$ cat config.mk
export PLATFORM = sky130hd
export DESIGN_NAME = selective_repeat_sender_window
export DESIGN_NICKNAME = d
export VERILOG_FILES = /design/src/design/srsw_pkg.sv /design/src/design/srsw_rem.sv /design/src/design/srsw_datapath.sv /design/src/design/srsw_ctrl.sv /design/src/design/selective_repeat_sender_window.sv
export SDC_FILE = /design/constraint.sdc
export NUM_CORES = 2
export LEC_CHECK = 0
export BUFFER_PORTS_ARGS = -buffer_cell sky130_fd_sc_hd__buf_4
export CAP_MARGIN = 25
export CELL_PAD_IN_SITES_DETAIL_PLACEMENT = 1
export CELL_PAD_IN_SITES_GLOBAL_PLACEMENT = 1
export CORE_ASPECT_RATIO = 1.1
export CORE_MARGIN = 2
export CORE_UTILIZATION = 40
export DETAILED_ROUTE_END_ITERATION = 12
export PLACE_DENSITY = 0.66
export SKIP_LAST_GASP = 1
export SLEW_MARGIN = 20
export SYNTH_ARGS = -nofsm -noshare
export SYNTH_HDL_FRONTEND = slang
export SYNTH_HIERARCHICAL = 1
export SYNTH_SLANG_ARGS = --single-unit
$ cat constraint.sdc
create_clock -name clk_i -period 11.1 [get_ports clk_i]
set_clock_uncertainty 0.1 [all_clocks]
set_input_delay 3.33 -clock clk_i [delete_from_list [all_inputs] [get_ports clk_i]]
set_output_delay 3.33 -clock clk_i [all_outputs]
set_load 0.01 [all_outputs]
$ cat src/design/srsw_pkg.sv
// ----------------------------------------------------------------------------
// srsw_pkg
// Shared types and constants of the selective-repeat sender window.
// ----------------------------------------------------------------------------
package srsw_pkg;

  localparam int unsigned MaxWindowDef = 32;
  localparam int unsigned SeqW         = 16;
  localparam int unsigned CntW         = 17;
  localparam int unsigned CfgIdxW      = 2;
  localparam int unsigned CfgDataW     = 16;
  localparam int unsigned WsizeW       = 6;
  localparam int unsigned KindW        = 3;
  localparam int unsigned OpW          = 2;

  localparam logic [WsizeW-1:0] WindowSizeRst  = 6'd5;
  localparam logic [SeqW-1:0]   PacketCountRst = 16'd1;
  localparam logic [SeqW-1:0]   TimeoutRst     = 16'd500;

  typedef enum logic [OpW-1:0] {
    OP_SEND    = 2'd0,
    OP_ACK     = 2'd1,
    OP_TICK    = 2'd2,
    OP_RESTART = 2'd3
  } op_e;

  typedef enum logic [KindW-1:0] {
    K_SEND      = 3'd0,
    K_RESEND    = 3'd1,
    K_FULL      = 3'd2,
    K_ACK       = 3'd3,
    K_IGNORED   = 3'd4,
    K_DONE      = 3'd5,
    K_NOTIMEOUT = 3'd6
  } kind_e;

  typedef enum logic [CfgIdxW-1:0] {
    CFG_WINDOW_SIZE   = 2'd0,
    CFG_PACKET_COUNT  = 2'd1,
    CFG_TIMEOUT_TICKS = 2'd2
  } cfg_idx_e;

  typedef enum logic [1:0] {
    DIV_NEXT = 2'd0,
    DIV_ACK  = 2'd1,
    DIV_BASE = 2'd2
  } div_sel_e;

  typedef struct packed {
    logic     capture;
    logic     restart;
    logic     set_done;
    logic     emit;
    kind_e    kind;
    logic     rem_start;
    div_sel_e rem_sel;
    logic     send_commit;
    logic     ack_clear;
    logic     advance;
    logic     base_step;
    logic     scan_read;
    logic     scan_upd;
    logic     flush;
  } srsw_cmd_t;

  typedef struct packed {
    op_e  op;
    logic is_done;
    logic cond_send;
    logic cond_ack;
    logic ack_base1;
    logic rem_done;
    logic pend_cur;
    logic slide_end;
    logic scan_last;
    logic base_gt_pc;
  } srsw_sts_t;

endpackage

$ cat src/design/srsw_rem.sv
// ----------------------------------------------------------------------------
// srsw_rem
// Bit-serial remainder unit: one dividend bit per cycle, MSB first.
// ----------------------------------------------------------------------------
module srsw_rem #(
  parameter int unsigned DivW = 6,
  parameter int unsigned DvdW = 16
) (
  input  logic            clk_i,
  input  logic            rst_ni,
  input  logic            start_i,
  input  logic [DvdW-1:0] dividend_i,
  input  logic [DivW-1:0] divisor_i,
  output logic            done_o,
  output logic [DivW-1:0] rem_o
);

  localparam int unsigned CntBits = $clog2(DvdW + 1);

  logic               busy_q;
  logic [CntBits-1:0] cnt_q;
  logic [DvdW-1:0]    dvd_q;
  logic [DivW-1:0]    rem_q;
  logic [DivW:0]      trial;
  logic [DivW:0]      dvs;
  logic [DivW-1:0]    rem_nx;

  always_comb begin
    trial = {rem_q, dvd_q[DvdW-1]};
    dvs   = {1'b0, divisor_i};
    if (trial >= dvs) begin
      rem_nx = DivW'(trial - dvs);
    end else begin
      rem_nx = trial[DivW-1:0];
    end
  end

  assign done_o = busy_q && (cnt_q == CntBits'(1));
  assign rem_o  = rem_nx;

  always_ff @(posedge clk_i or negedge rst_ni) begin
    if (!rst_ni) begin
      busy_q <= 1'b0;
      cnt_q  <= '0;
      dvd_q  <= '0;
      rem_q  <= '0;
    end else if (start_i) begin
      busy_q <= 1'b1;
      cnt_q  <= CntBits'(DvdW);
      dvd_q  <= dividend_i;
      rem_q  <= '0;
    end else if (busy_q) begin
      rem_q  <= rem_nx;
      dvd_q  <= {dvd_q[DvdW-2:0], 1'b0};
      cnt_q  <= cnt_q - CntBits'(1);
      if (cnt_q == CntBits'(1)) begin
        busy_q <= 1'b0;
      end
    end
  end

endmodule

$ cat src/design/srsw_datapath.sv
// ----------------------------------------------------------------------------
// srsw_datapath
// Window counters, config registers, slot store, slot walk and result register.
// ----------------------------------------------------------------------------
module srsw_datapath #(
  parameter int unsigned MaxWindow = srsw_pkg::MaxWindowDef
) (
  input  logic                          clk_i,
  input  logic                          rst_ni,
  input  logic                          cfg_valid_i,
  input  logic [srsw_pkg::CfgIdxW-1:0]  cfg_index_i,
  input  logic [srsw_pkg::CfgDataW-1:0] cfg_data_i,
  input  logic [srsw_pkg::OpW-1:0]      operation_i,
  input  logic [srsw_pkg::SeqW-1:0]     ack_number_i,
  input  logic                          ack_good_i,
  input  srsw_pkg::srsw_cmd_t           cmd_i,
  output srsw_pkg::srsw_sts_t           sts_o,
  output logic                          result_valid_o,
  output logic [srsw_pkg::KindW-1:0]    result_kind_o,
  output logic [srsw_pkg::SeqW-1:0]     sequence_res_o,
  output logic                          final_packet_o,
  output logic [srsw_pkg::SeqW-1:0]     window_low_o,
  output logic                          last_of_run_o
);

  import srsw_pkg::*;

  localparam int unsigned SW = (MaxWindow > 1) ? $clog2(MaxWindow) : 1;
  localparam int unsigned WW = $clog2(MaxWindow + 1);
  localparam int unsigned XW = CntW + 1;

  // configuration
  logic [WsizeW-1:0] ws_q;
  logic [SeqW-1:0]   pc_q;
  logic [SeqW-1:0]   to_q;
  logic [WW-1:0]     w;

  // captured request
  op_e               op_q;
  logic [SeqW-1:0]   ack_q;
  logic              good_q;

  // window state
  logic [CntW-1:0]      base_q;
  logic [CntW-1:0]      nts_q;
  logic                 done_q;
  logic [MaxWindow-1:0] pend_q;
  logic [SW-1:0]        idx_q;
  logic [WW-1:0]        cnt_q;

  logic [2*SeqW-1:0] mem_q [MaxWindow];
  logic [2*SeqW-1:0] rd_q;

  logic              held_v_q;
  logic [SeqW-1:0]   held_seq_q;

  logic              out_v_q;
  kind_e             out_kind_q;
  logic [SeqW-1:0]   out_seq_q;
  logic              out_final_q;
  logic [SeqW-1:0]   out_wlow_q;
  logic              out_last_q;

  logic              out_v_d;
  kind_e             out_kind_d;
  logic [SeqW-1:0]   out_seq_d;
  logic              out_last_d;

  logic [XW-1:0]     base_x;
  logic [XW-1:0]     nts_x;
  logic [XW-1:0]     ack_x;
  logic [XW-1:0]     w_x;
  logic [CntW-1:0]   nts_m1;
  logic [CntW-1:0]   base_m1;
  logic [SeqW-1:0]   ack_m2;
  logic [SeqW-1:0]   dividend;
  logic              rem_done;
  logic [WW-1:0]     rem_val;
  logic [WW-1:0]     idx_inc;
  logic [WW:0]       cnt_inc;
  logic [SeqW-1:0]   age;
  logic [SeqW-1:0]   age_inc;
  logic [SeqW-1:0]   limit;
  logic              timeout;

  always_comb begin
    if (ws_q == '0) begin
      w = WW'(1);
    end else if (8'(ws_q) > 8'(MaxWindow)) begin
      w = WW'(MaxWindow);
    end else begin
      w = WW'(ws_q);
    end
  end

  always_comb begin
    base_x  = {1'b0, base_q};
    nts_x   = {1'b0, nts_q};
    ack_x   = XW'(ack_q);
    w_x     = XW'(w);
    nts_m1  = nts_q - CntW'(1);
    base_m1 = base_q - CntW'(1);
    ack_m2  = ack_q - SeqW'(2);
    unique case (cmd_i.rem_sel)
      DIV_NEXT: dividend = nts_m1[SeqW-1:0];
      DIV_ACK:  dividend = ack_m2;
      default:  dividend = base_m1[SeqW-1:0];
    endcase
    idx_inc = WW'(idx_q) + WW'(1);
    cnt_inc = (WW + 1)'(cnt_q) + (WW + 1)'(1);
    age     = rd_q[SeqW-1:0];
    age_inc = (age == '1) ? age : age + SeqW'(1);
    limit   = (to_q == '0) ? SeqW'(1) : to_q;
    timeout = age_inc >= limit;
  end

  srsw_rem #(
    .DivW(WW),
    .DvdW(SeqW)
  ) u_rem (
    .clk_i      (clk_i),
    .rst_ni     (rst_ni),
    .start_i    (cmd_i.rem_start),
    .dividend_i (dividend),
    .divisor_i  (w),
    .done_o     (rem_done),
    .rem_o      (rem_val)
  );

  always_comb begin
    sts_o.op         = op_q;
    sts_o.base_gt_pc = base_q > {1'b0, pc_q};
    sts_o.is_done    = done_q || sts_o.base_gt_pc;
    sts_o.cond_send  = (nts_q <= {1'b0, pc_q}) && (nts_x + XW'(1) <= base_x + w_x);
    sts_o.cond_ack   = good_q && (ack_x > base_x) && (ack_x <= base_x + w_x)
                       && (ack_x <= nts_x);
    sts_o.ack_base1  = ack_x == base_x + XW'(1);
    sts_o.rem_done   = rem_done;
    sts_o.pend_cur   = pend_q[idx_q];
    sts_o.scan_last  = cnt_inc == (WW + 1)'(w);
    sts_o.slide_end  = (cnt_inc >= (WW + 1)'(w)) || (base_q + CntW'(1) == nts_q);
  end

  always_ff @(posedge clk_i or negedge rst_ni) begin
    if (!rst_ni) begin
      ws_q <= WindowSizeRst;
      pc_q <= PacketCountRst;
      to_q <= TimeoutRst;
    end else if (cfg_valid_i) begin
      unique case (cfg_idx_e'(cfg_index_i))
        CFG_WINDOW_SIZE:   ws_q <= cfg_data_i[WsizeW-1:0];
        CFG_PACKET_COUNT:  pc_q <= cfg_data_i[SeqW-1:0];
        CFG_TIMEOUT_TICKS: to_q <= cfg_data_i[SeqW-1:0];
        default: ;
      endcase
    end
  end

  always_ff @(posedge clk_i) begin
    if (cmd_i.capture) begin
      op_q   <= op_e'(operation_i);
      ack_q  <= ack_number_i;
      good_q <= ack_good_i;
    end
  end

  always_ff @(posedge clk_i or negedge rst_ni) begin
    if (!rst_ni) begin
      base_q <= CntW'(1);
      nts_q  <= CntW'(1);
      done_q <= 1'b0;
      pend_q <= '0;
      idx_q  <= '0;
      cnt_q  <= '0;
    end else begin
      if (cmd_i.restart) begin
        base_q <= CntW'(1);
        nts_q  <= CntW'(1);
        done_q <= 1'b0;
        pend_q <= '0;
      end
      if (cmd_i.set_done) begin
        done_q <= 1'b1;
      end
      if (cmd_i.send_commit) begin
        pend_q[idx_q] <= 1'b1;
        nts_q         <= nts_q + CntW'(1);
      end
      if (cmd_i.ack_clear) begin
        pend_q[idx_q] <= 1'b0;
      end
      if (cmd_i.base_step) begin
        base_q <= base_q + CntW'(1);
      end
      if (cmd_i.rem_start) begin
        cnt_q <= '0;
      end
      if (rem_done) begin
        idx_q <= rem_val[SW-1:0];
      end
      if (cmd_i.advance) begin
        cnt_q <= cnt_q + WW'(1);
        idx_q <= (idx_inc == w) ? '0 : idx_inc[SW-1:0];
      end
    end
  end

  always_ff @(posedge clk_i) begin
    if (cmd_i.send_commit) begin
      mem_q[idx_q] <= {nts_q[SeqW-1:0], SeqW'(0)};
    end else if (cmd_i.scan_upd) begin
      mem_q[idx_q] <= {rd_q[2*SeqW-1:SeqW], timeout ? SeqW'(0) : age_inc};
    end
    if (cmd_i.scan_read) begin
      rd_q <= mem_q[idx_q];
    end
  end

  always_ff @(posedge clk_i or negedge rst_ni) begin
    if (!rst_ni) begin
      held_v_q   <= 1'b0;
      held_seq_q <= '0;
    end else if (cmd_i.rem_start) begin
      held_v_q <= 1'b0;
    end else if (cmd_i.scan_upd && timeout) begin
      held_v_q   <= 1'b1;
      held_seq_q <= rd_q[2*SeqW-1:SeqW];
    end
  end

  always_comb begin
    out_v_d    = 1'b0;
    out_kind_d = cmd_i.kind;
    out_seq_d  = '0;
    out_last_d = 1'b1;
    if (cmd_i.emit) begin
      out_v_d   = 1'b1;
      out_seq_d = (cmd_i.kind == K_SEND) ? nts_q[SeqW-1:0] : '0;
    end
    if (cmd_i.scan_upd && timeout && held_v_q) begin
      out_v_d    = 1'b1;
      out_kind_d = K_RESEND;
      out_seq_d  = held_seq_q;
      out_last_d = 1'b0;
    end
    if (cmd_i.flush) begin
      out_v_d    = 1'b1;
      out_kind_d = held_v_q ? K_RESEND : K_NOTIMEOUT;
      out_seq_d  = held_v_q ? held_seq_q : '0;
    end
  end

  always_ff @(posedge clk_i or negedge rst_ni) begin
    if (!rst_ni) begin
      out_v_q <= 1'b0;
    end else begin
      out_v_q <= out_v_d;
    end
  end

  always_ff @(posedge clk_i) begin
    if (out_v_d) begin
      out_kind_q  <= out_kind_d;
      out_seq_q   <= out_seq_d;
      out_final_q <= (out_seq_d != '0) && (out_seq_d == pc_q);
      out_wlow_q  <= base_q[SeqW-1:0];
      out_last_q  <= out_last_d;
    end
  end

  assign result_valid_o = out_v_q;
  assign result_kind_o  = out_kind_q;
  assign sequence_res_o = out_seq_q;
  assign final_packet_o = out_final_q;
  assign window_low_o   = out_wlow_q;
  assign last_of_run_o  = out_last_q;

  a_base_le_next: assert property (@(posedge clk_i) disable iff (!rst_ni)
    base_q <= nts_q)
    else $error("window base passed next sequence");

endmodule

$ cat src/design/srsw_ctrl.sv
// ----------------------------------------------------------------------------
// srsw_ctrl
// Request sequencer: dispatch, slot index wait, slide walk and timeout scan.
// ----------------------------------------------------------------------------
module srsw_ctrl (
  input  logic                clk_i,
  input  logic                rst_ni,
  input  logic                start_i,
  output logic                busy_o,
  input  srsw_pkg::srsw_sts_t sts_i,
  output srsw_pkg::srsw_cmd_t cmd_o
);

  import srsw_pkg::*;

  typedef enum logic [9:0] {
    ST_IDLE     = 10'b0000000001,
    ST_DISPATCH = 10'b0000000010,
    ST_REM      = 10'b0000000100,
    ST_SEND_WR  = 10'b0000001000,
    ST_ACK_CLR  = 10'b0000010000,
    ST_SLIDE    = 10'b0000100000,
    ST_ACK_FIN  = 10'b0001000000,
    ST_SCAN     = 10'b0010000000,
    ST_UPD      = 10'b0100000000,
    ST_FLUSH    = 10'b1000000000
  } state_e;

  state_e state_q;
  state_e state_d;

  assign busy_o = state_q != ST_IDLE;

  always_comb begin
    state_d = state_q;
    cmd_o   = '0;
    cmd_o.kind    = K_ACK;
    cmd_o.rem_sel = DIV_BASE;
    unique case (state_q)
      ST_IDLE: begin
        if (start_i) begin
          cmd_o.capture = 1'b1;
          state_d       = ST_DISPATCH;
        end
      end
      ST_DISPATCH: begin
        state_d = ST_IDLE;
        if (sts_i.op == OP_RESTART) begin
          cmd_o.restart = 1'b1;
        end else if (sts_i.is_done) begin
          cmd_o.set_done = 1'b1;
          cmd_o.emit     = 1'b1;
          cmd_o.kind     = K_DONE;
        end else begin
          case (sts_i.op)
            OP_SEND: begin
              if (sts_i.cond_send) begin
                cmd_o.rem_start = 1'b1;
                cmd_o.rem_sel   = DIV_NEXT;
                state_d         = ST_REM;
              end else begin
                cmd_o.emit = 1'b1;
                cmd_o.kind = K_FULL;
              end
            end
            OP_ACK: begin
              if (sts_i.cond_ack) begin
                cmd_o.rem_start = 1'b1;
                cmd_o.rem_sel   = DIV_ACK;
                state_d         = ST_REM;
              end else begin
                cmd_o.emit = 1'b1;
                cmd_o.kind = K_IGNORED;
              end
            end
            default: begin
              cmd_o.rem_start = 1'b1;
              cmd_o.rem_sel   = DIV_BASE;
              state_d         = ST_REM;
            end
          endcase
        end
      end
      ST_REM: begin
        if (sts_i.rem_done) begin
          case (sts_i.op)
            OP_SEND: state_d = ST_SEND_WR;
            OP_ACK:  state_d = ST_ACK_CLR;
            default: state_d = ST_SCAN;
          endcase
        end
      end
      ST_SEND_WR: begin
        cmd_o.send_commit = 1'b1;
        cmd_o.emit        = 1'b1;
        cmd_o.kind        = K_SEND;
        state_d           = ST_IDLE;
      end
      ST_ACK_CLR: begin
        cmd_o.ack_clear = 1'b1;
        state_d         = sts_i.ack_base1 ? ST_SLIDE : ST_ACK_FIN;
      end
      ST_SLIDE: begin
        if (sts_i.pend_cur) begin
          state_d = ST_ACK_FIN;
        end else begin
          cmd_o.advance   = 1'b1;
          cmd_o.base_step = 1'b1;
          if (sts_i.slide_end) begin
            state_d = ST_ACK_FIN;
          end
        end
      end
      ST_ACK_FIN: begin
        cmd_o.emit = 1'b1;
        if (sts_i.base_gt_pc) begin
          cmd_o.set_done = 1'b1;
          cmd_o.kind     = K_DONE;
        end else begin
          cmd_o.kind = K_ACK;
        end
        state_d = ST_IDLE;
      end
      ST_SCAN: begin
        if (sts_i.pend_cur) begin
          cmd_o.scan_read = 1'b1;
          state_d         = ST_UPD;
        end else if (sts_i.scan_last) begin
          state_d = ST_FLUSH;
        end else begin
          cmd_o.advance = 1'b1;
        end
      end
      ST_UPD: begin
        cmd_o.scan_upd = 1'b1;
        if (sts_i.scan_last) begin
          state_d = ST_FLUSH;
        end else begin
          cmd_o.advance = 1'b1;
          state_d       = ST_SCAN;
        end
      end
      ST_FLUSH: begin
        cmd_o.flush = 1'b1;
        state_d     = ST_IDLE;
      end
      default: begin
        state_d = ST_IDLE;
      end
    endcase
  end

  always_ff @(posedge clk_i or negedge rst_ni) begin
    if (!rst_ni) begin
      state_q <= ST_IDLE;
    end else begin
      state_q <= state_d;
    end
  end

  a_rem_done_in_wait: assert property (@(posedge clk_i) disable iff (!rst_ni)
    sts_i.rem_done |-> state_q == ST_REM)
    else $error("slot index ready outside of wait state");

  a_capture_only_idle: assert property (@(posedge clk_i) disable iff (!rst_ni)
    cmd_o.capture |=> state_q == ST_DISPATCH)
    else $error("request captured without dispatch");

endmodule

$ cat src/design/selective_repeat_sender_window.sv
// ----------------------------------------------------------------------------
// selective_repeat_sender_window
// Sender window of a selective-repeat transfer. A request is taken when start
// is high and busy is low; busy stays high until its last result has been
// registered. Results appear on result_valid_o for one cycle each and cannot
// be stalled; last_of_run_o marks the final result of a request. A rejected
// send or ack is answered from dispatch; otherwise a send or ack first waits
// for the bit-serial slot-index remainder unit; an ack that slides the base
// then walks slots until a pending slot, the window end or the next unsent
// sequence stops the slide; a tick walks every slot in the window and reads
// each outstanding slot from the slot store. Restart is handled at dispatch
// and gives no result.
// Configuration writes are always ready and must be issued while busy is low.
// ----------------------------------------------------------------------------
module selective_repeat_sender_window #(
  parameter int unsigned MaxWindow = srsw_pkg::MaxWindowDef
) (
  input  logic                          clk_i,
  input  logic                          rst_ni,
  input  logic                          start,
  output logic                          busy,
  input  logic [srsw_pkg::OpW-1:0]      operation_i,
  input  logic [srsw_pkg::SeqW-1:0]     ack_number_i,
  input  logic                          ack_good_i,
  input  logic                          cfg_valid_i,
  output logic                          cfg_ready_o,
  input  logic [srsw_pkg::CfgIdxW-1:0]  cfg_index_i,
  input  logic [srsw_pkg::CfgDataW-1:0] cfg_data_i,
  output logic                          result_valid_o,
  output logic [srsw_pkg::KindW-1:0]    result_kind_o,
  output logic [srsw_pkg::SeqW-1:0]     sequence_res_o,
  output logic                          final_packet_o,
  output logic [srsw_pkg::SeqW-1:0]     window_low_o,
  output logic                          last_of_run_o
);

  import srsw_pkg::*;

  srsw_cmd_t cmd;
  srsw_sts_t sts;

  assign cfg_ready_o = 1'b1;

  srsw_ctrl u_ctrl (
    .clk_i   (clk_i),
    .rst_ni  (rst_ni),
    .start_i (start),
    .busy_o  (busy),
    .sts_i   (sts),
    .cmd_o   (cmd)
  );

  srsw_datapath #(
    .MaxWindow(MaxWindow)
  ) u_datapath (
    .clk_i          (clk_i),
    .rst_ni         (rst_ni),
    .cfg_valid_i    (cfg_valid_i),
    .cfg_index_i    (cfg_index_i),
    .cfg_data_i     (cfg_data_i),
    .operation_i    (operation_i),
    .ack_number_i   (ack_number_i),
    .ack_good_i     (ack_good_i),
    .cmd_i          (cmd),
    .sts_o          (sts),
    .result_valid_o (result_valid_o),
    .result_kind_o  (result_kind_o),
    .sequence_res_o (sequence_res_o),
    .final_packet_o (final_packet_o),
    .window_low_o   (window_low_o),
    .last_of_run_o  (last_of_run_o)
  );

  a_partial_run_is_resend: assert property (@(posedge clk_i) disable iff (!rst_ni)
    result_valid_o && !last_of_run_o |-> result_kind_o == K_RESEND && busy)
    else $error("non-final result outside a timeout scan");

endmodule
==> impl_metrics.prom <==
# TYPE chip_impl_metric gauge
chip_impl_metric{name="number_of_failing_setup_endpoints_in_the_final_timing_report",unit=""} 0
chip_impl_metric{name="critical-path-max-stage-delay",unit="ps"} 840
chip_impl_metric{name="synthesis.area",unit="um^2"} 55850
chip_impl_metric{name="antenna_found_initial",unit=""} 1
chip_impl_metric{name="detailedRoute.firstPassIterationCount",unit=""} 6
chip_impl_info{name="hold_start",value="u_datapath/done_q$_DFFE_PN0P_"} 1
chip_impl_metric{name="worst_r2r_path_depth",unit=""} 30
chip_impl_metric{name="period_share",unit="%"} 75.00
chip_impl_metric{name="tns",unit="ps"} 0
chip_impl_metric{name="remaining_routing_drc_violations",unit=""} 0
chip_impl_metric{name="pin_count_of_the_biggest_net_entering_global_routing",unit=""} 136
chip_impl_info{name="timing.critical_path.to_type",value="flip-flop"} 1
chip_impl_metric{name="postSynthCellCount",unit=""} 3385
chip_impl_metric{name="grt_first_pass_wirelength",unit="mm"} 247.6
chip_impl_metric{name="routedWlPerCell",unit="um"} 31.58
chip_impl_metric{name="worst_hold_path.num_cells",unit=""} 1
chip_impl_metric{name="power.static_leakage",unit="nW"} 20.18
chip_impl_metric{name="floorplan.rows",unit=""} 143
chip_impl_metric{name="max_slew.worst_pin.slew",unit="ps"} 1103
chip_impl_metric{name="clock_sinks",unit=""} 1284
chip_impl_info{name="tritoncts",value="done"} 1
chip_impl_metric{name="post_layout_nonfiller_instances",unit=""} 5438
chip_impl_metric{name="ff2ff_setup_slack",unit="ps"} 2780
chip_impl_metric{name="insertion_delay",unit="ps"} 780
chip_impl_metric{name="irDropWorstVdd",unit="mV"} 0.2422
chip_impl_info{name="regToRegStartpoint",value="u_datapath/ws_q[1]$_DFFE_PN0P_"} 1
chip_impl_metric{name="critPathBufInv",unit=""} 1
chip_impl_info{name="rsz0062_at_grt",value="false"} 1
chip_impl_metric{name="synth-warning-count",unit=""} 6
chip_impl_metric{name="drt_wl_total",unit="mm"} 171.7
chip_impl_metric{name="clk_path_buf_depth",unit=""} 3
chip_impl_metric{name="cts_hold_buf",unit=""} 0
chip_impl_info{name="timing.critical_path.slowest_stage_cell",value="nor4_2"} 1
chip_impl_metric{name="nFillCells",unit=""} 13273
chip_impl_metric{name="worst_ep_arrival_time",unit="ps"} 8840
chip_impl_metric{name="flow.area_growth_from_synthesis",unit="%"} 14.21
chip_impl_metric{name="pwr_density_cell",unit="nW/um^2"} 209.3
chip_impl_info{name="outcome",value="finished, final reports clean"} 1
chip_impl_metric{name="postCtsResizedCells",unit=""} 0
chip_impl_metric{name="floorplan.die.height",unit="um"} 395.9
chip_impl_metric{name="finish.net_count",unit=""} 3698
chip_impl_metric{name="cts_htree_levels",unit=""} 4
chip_impl_info{name="whs_endpoint",value="u_datapath/done_q$_DFFE_PN0P_"} 1
chip_impl_metric{name="via_per_inst",unit=""} 6.077
chip_impl_metric{name="detailed_place_hpwl",unit="mm"} 101.3
chip_impl_metric{name="drtIter0Drc",unit=""} 3581
chip_impl_metric{name="worstPathMaxFanout",unit=""} 17
chip_impl_metric{name="timing.final.crit_period",unit="ps"} 8325
chip_impl_info{name="critPathKind",value="flip-flop to flip-flop"} 1
chip_impl_info{name="hp_class",value="flip-flop to flip-flop"} 1
chip_impl_metric{name="cts.clk_slew.worst_paths",unit="ps"} 60
chip_impl_metric{name="fmax",unit="MHz"} 120.1
chip_impl_metric{name="die_w",unit="um"} 360.3
chip_impl_metric{name="cts_post_setup_buffers_inserted",unit=""} 0
chip_impl_metric{name="portBuffers",unit=""} 79
chip_impl_metric{name="ioPinCount",unit=""} 81
chip_impl_metric{name="numCtsBuffers",unit=""} 138
chip_impl_metric{name="ant_nets",unit=""} 0
chip_impl_info{name="setup.worst_path.start_class",value="flip-flop"} 1
chip_impl_metric{name="routabilityCongestion",unit=""} 0.8955
chip_impl_metric{name="design.core.area",unit="um^2"} 138300
chip_impl_metric{name="grt.total_usage",unit="%"} 24.19
chip_impl_metric{name="grt_pass1_vias",unit=""} 33849
chip_impl_metric{name="route.vias.total",unit=""} 33048
chip_impl_metric{name="max_slew_margin",unit="%"} 26.32
chip_impl_info{name="cp_top_family",value="simple AND/OR/NAND/NOR gates"} 1
chip_impl_metric{name="syn_avg_cell_area",unit="um^2"} 16.50
chip_impl_metric{name="timing.critical_path.required",unit="ps"} 11610
chip_impl_metric{name="gr-total-overflow",unit=""} 0
chip_impl_metric{name="timing.final.max_slew_violations",unit=""} 0
chip_impl_metric{name="max_cap_viol_count",unit=""} 0
chip_impl_metric{name="final_hold_viol_count",unit=""} 0
chip_impl_info{name="clk_root_buffer_cell",value="clkbuf_16"} 1
chip_impl_info{name="critical_path.reg2reg.endpoint",value="u_datapath/u_rem/dvd_q[13]$_DFFE_PN0P_"} 1
chip_impl_metric{name="drive_gt1_share",unit="%"} 22.48
chip_impl_metric{name="effective_utilization_at_floorplan",unit="%"} 40.38
chip_impl_metric{name="placed_instance_count",unit=""} 5183
chip_impl_metric{name="die_area",unit="um^2"} 142600
chip_impl_metric{name="synth.net_count",unit=""} 3568
-- per-stage QoR --
step | total power, W | area, um^2 | hold WS, ps | utilization [%] | setup slack [ps]
2_1_floorplan | 0.007869 | 55850 | 345.3 | - | 4768
3_3_place_gp | 0.008815 | 59010 | 361.1 | 42.67 | 2915
3_5_place_dp | 0.008853 | 59130 | 368.3 | 42.75 | 2780
4_1_cts | 0.01346 | 63630 | 381.0 | 46.01 | 2741
5_1_grt | 0.01388 | 63780 | 400.5 | 46.12 | 2102
6_report | 0.01335 | 63780 | 383.3 | 46.12 | 2775
-- cell usage in the layout, fill, tap and decap left out, drive strengths merged, types with 16 or more instances in the layout --
cell and instances:
edfxtp 1112, mux4 264, buf 174, clkbuf 171, a22oi 160, dfrtp 160, nand2 147, ha 140
nor2 120, xnor2 115, o21ai 112, inv 102, a21oi 96, nand3 65, nand4 64, clkinv 63
mux2 55, nor2b 46, nor3 42, xor2 33, mux2i 32, and3 29, nor4 29, nand2b 28
o21a 19, o31ai 17, a21o 16
-- sequential cells by signal, summed over array words and instances, names as in the netlist, 17 cells and up --
name / cells
u_datapath/base_q: 17
u_datapath/pend_q: 32
u_datapath/mem_q: 1024
u_datapath/nts_q: 17
u_datapath/rd_q: 32
-- worst max path at each step --
stage | from | endpoint | slack, ps | cells past startpoint
after detailed placement | u_datapath/ws_q[1]$_DFFE_PN0P_ | u_datapath/u_rem/dvd_q[13]$_DFFE_PN0P_ | 2780 | 30
after floorplan | u_datapath/ws_q[1]$_DFFE_PN0P_ | u_datapath/u_rem/dvd_q[13]$_DFFE_PN0P_ | 4770 | 32
final | u_datapath/ws_q[1]$_DFFE_PN0P_ | u_datapath/u_rem/dvd_q[13]$_DFFE_PN0P_ | 2780 | 30
after global placement | u_datapath/ws_q[1]$_DFFE_PN0P_ | u_datapath/u_rem/dvd_q[13]$_DFFE_PN0P_ | 2920 | 30
after CTS | u_datapath/ws_q[1]$_DFFE_PN0P_ | u_datapath/u_rem/dvd_q[13]$_DFFE_PN0P_ | 2740 | 30
after global routing | u_datapath/ws_q[1]$_DFFE_PN0P_ | u_datapath/u_rem/dvd_q[13]$_DFFE_PN0P_ | 2100 | 30
-- per-layer routing --
metal	track usage (%)	vias to the layer above	wire length, um
li1	-	13745	-
met1	32.58	17717	70490
met2	39.94	1283	84100
met3	3.719	303	10980
met4	8.643	0	6177
met5	0	-	0
-- where the power goes --
| part | internal (W) | switching, W |
|---|---|---|
| Sequential | 0.00540 | 0.000270 |
| Combinational | 0.00134 | 0.00174 |
| Clock | 0.00266 | 0.00195 |
-- area by class of cell --
class | count | area [um^2] | share of cell area, %
clock buffers | 170 | 3647 | 5.718
multi-input cells | 1813 | 17470 | 27.40
inverters | 103 | 386.6 | 0.6061
diodes | 1 | 2.502 | 0.003923
repair buffers | 175 | 1435 | 2.250
clock inverters | 80 | 852.1 | 1.336
well taps | 1812 | 2267 | 3.554
flip-flops and latches | 1284 | 37720 | 59.14
-- worst reg2reg max path: cells and delay by family, from the launching register on --
kind / cells / cell delay [ps]
AO/OA/AOI/OAI: 8 / 1890
XOR/XNOR: 2 / 370
adder cells (fa/ha/maj): 3 / 980
buffers and inverters: 1 / 60
flip-flops: 1 / 400
AND/OR/NAND/NOR: 16 / 4350
No activity file was read; power rests on OpenSTA's default activity.
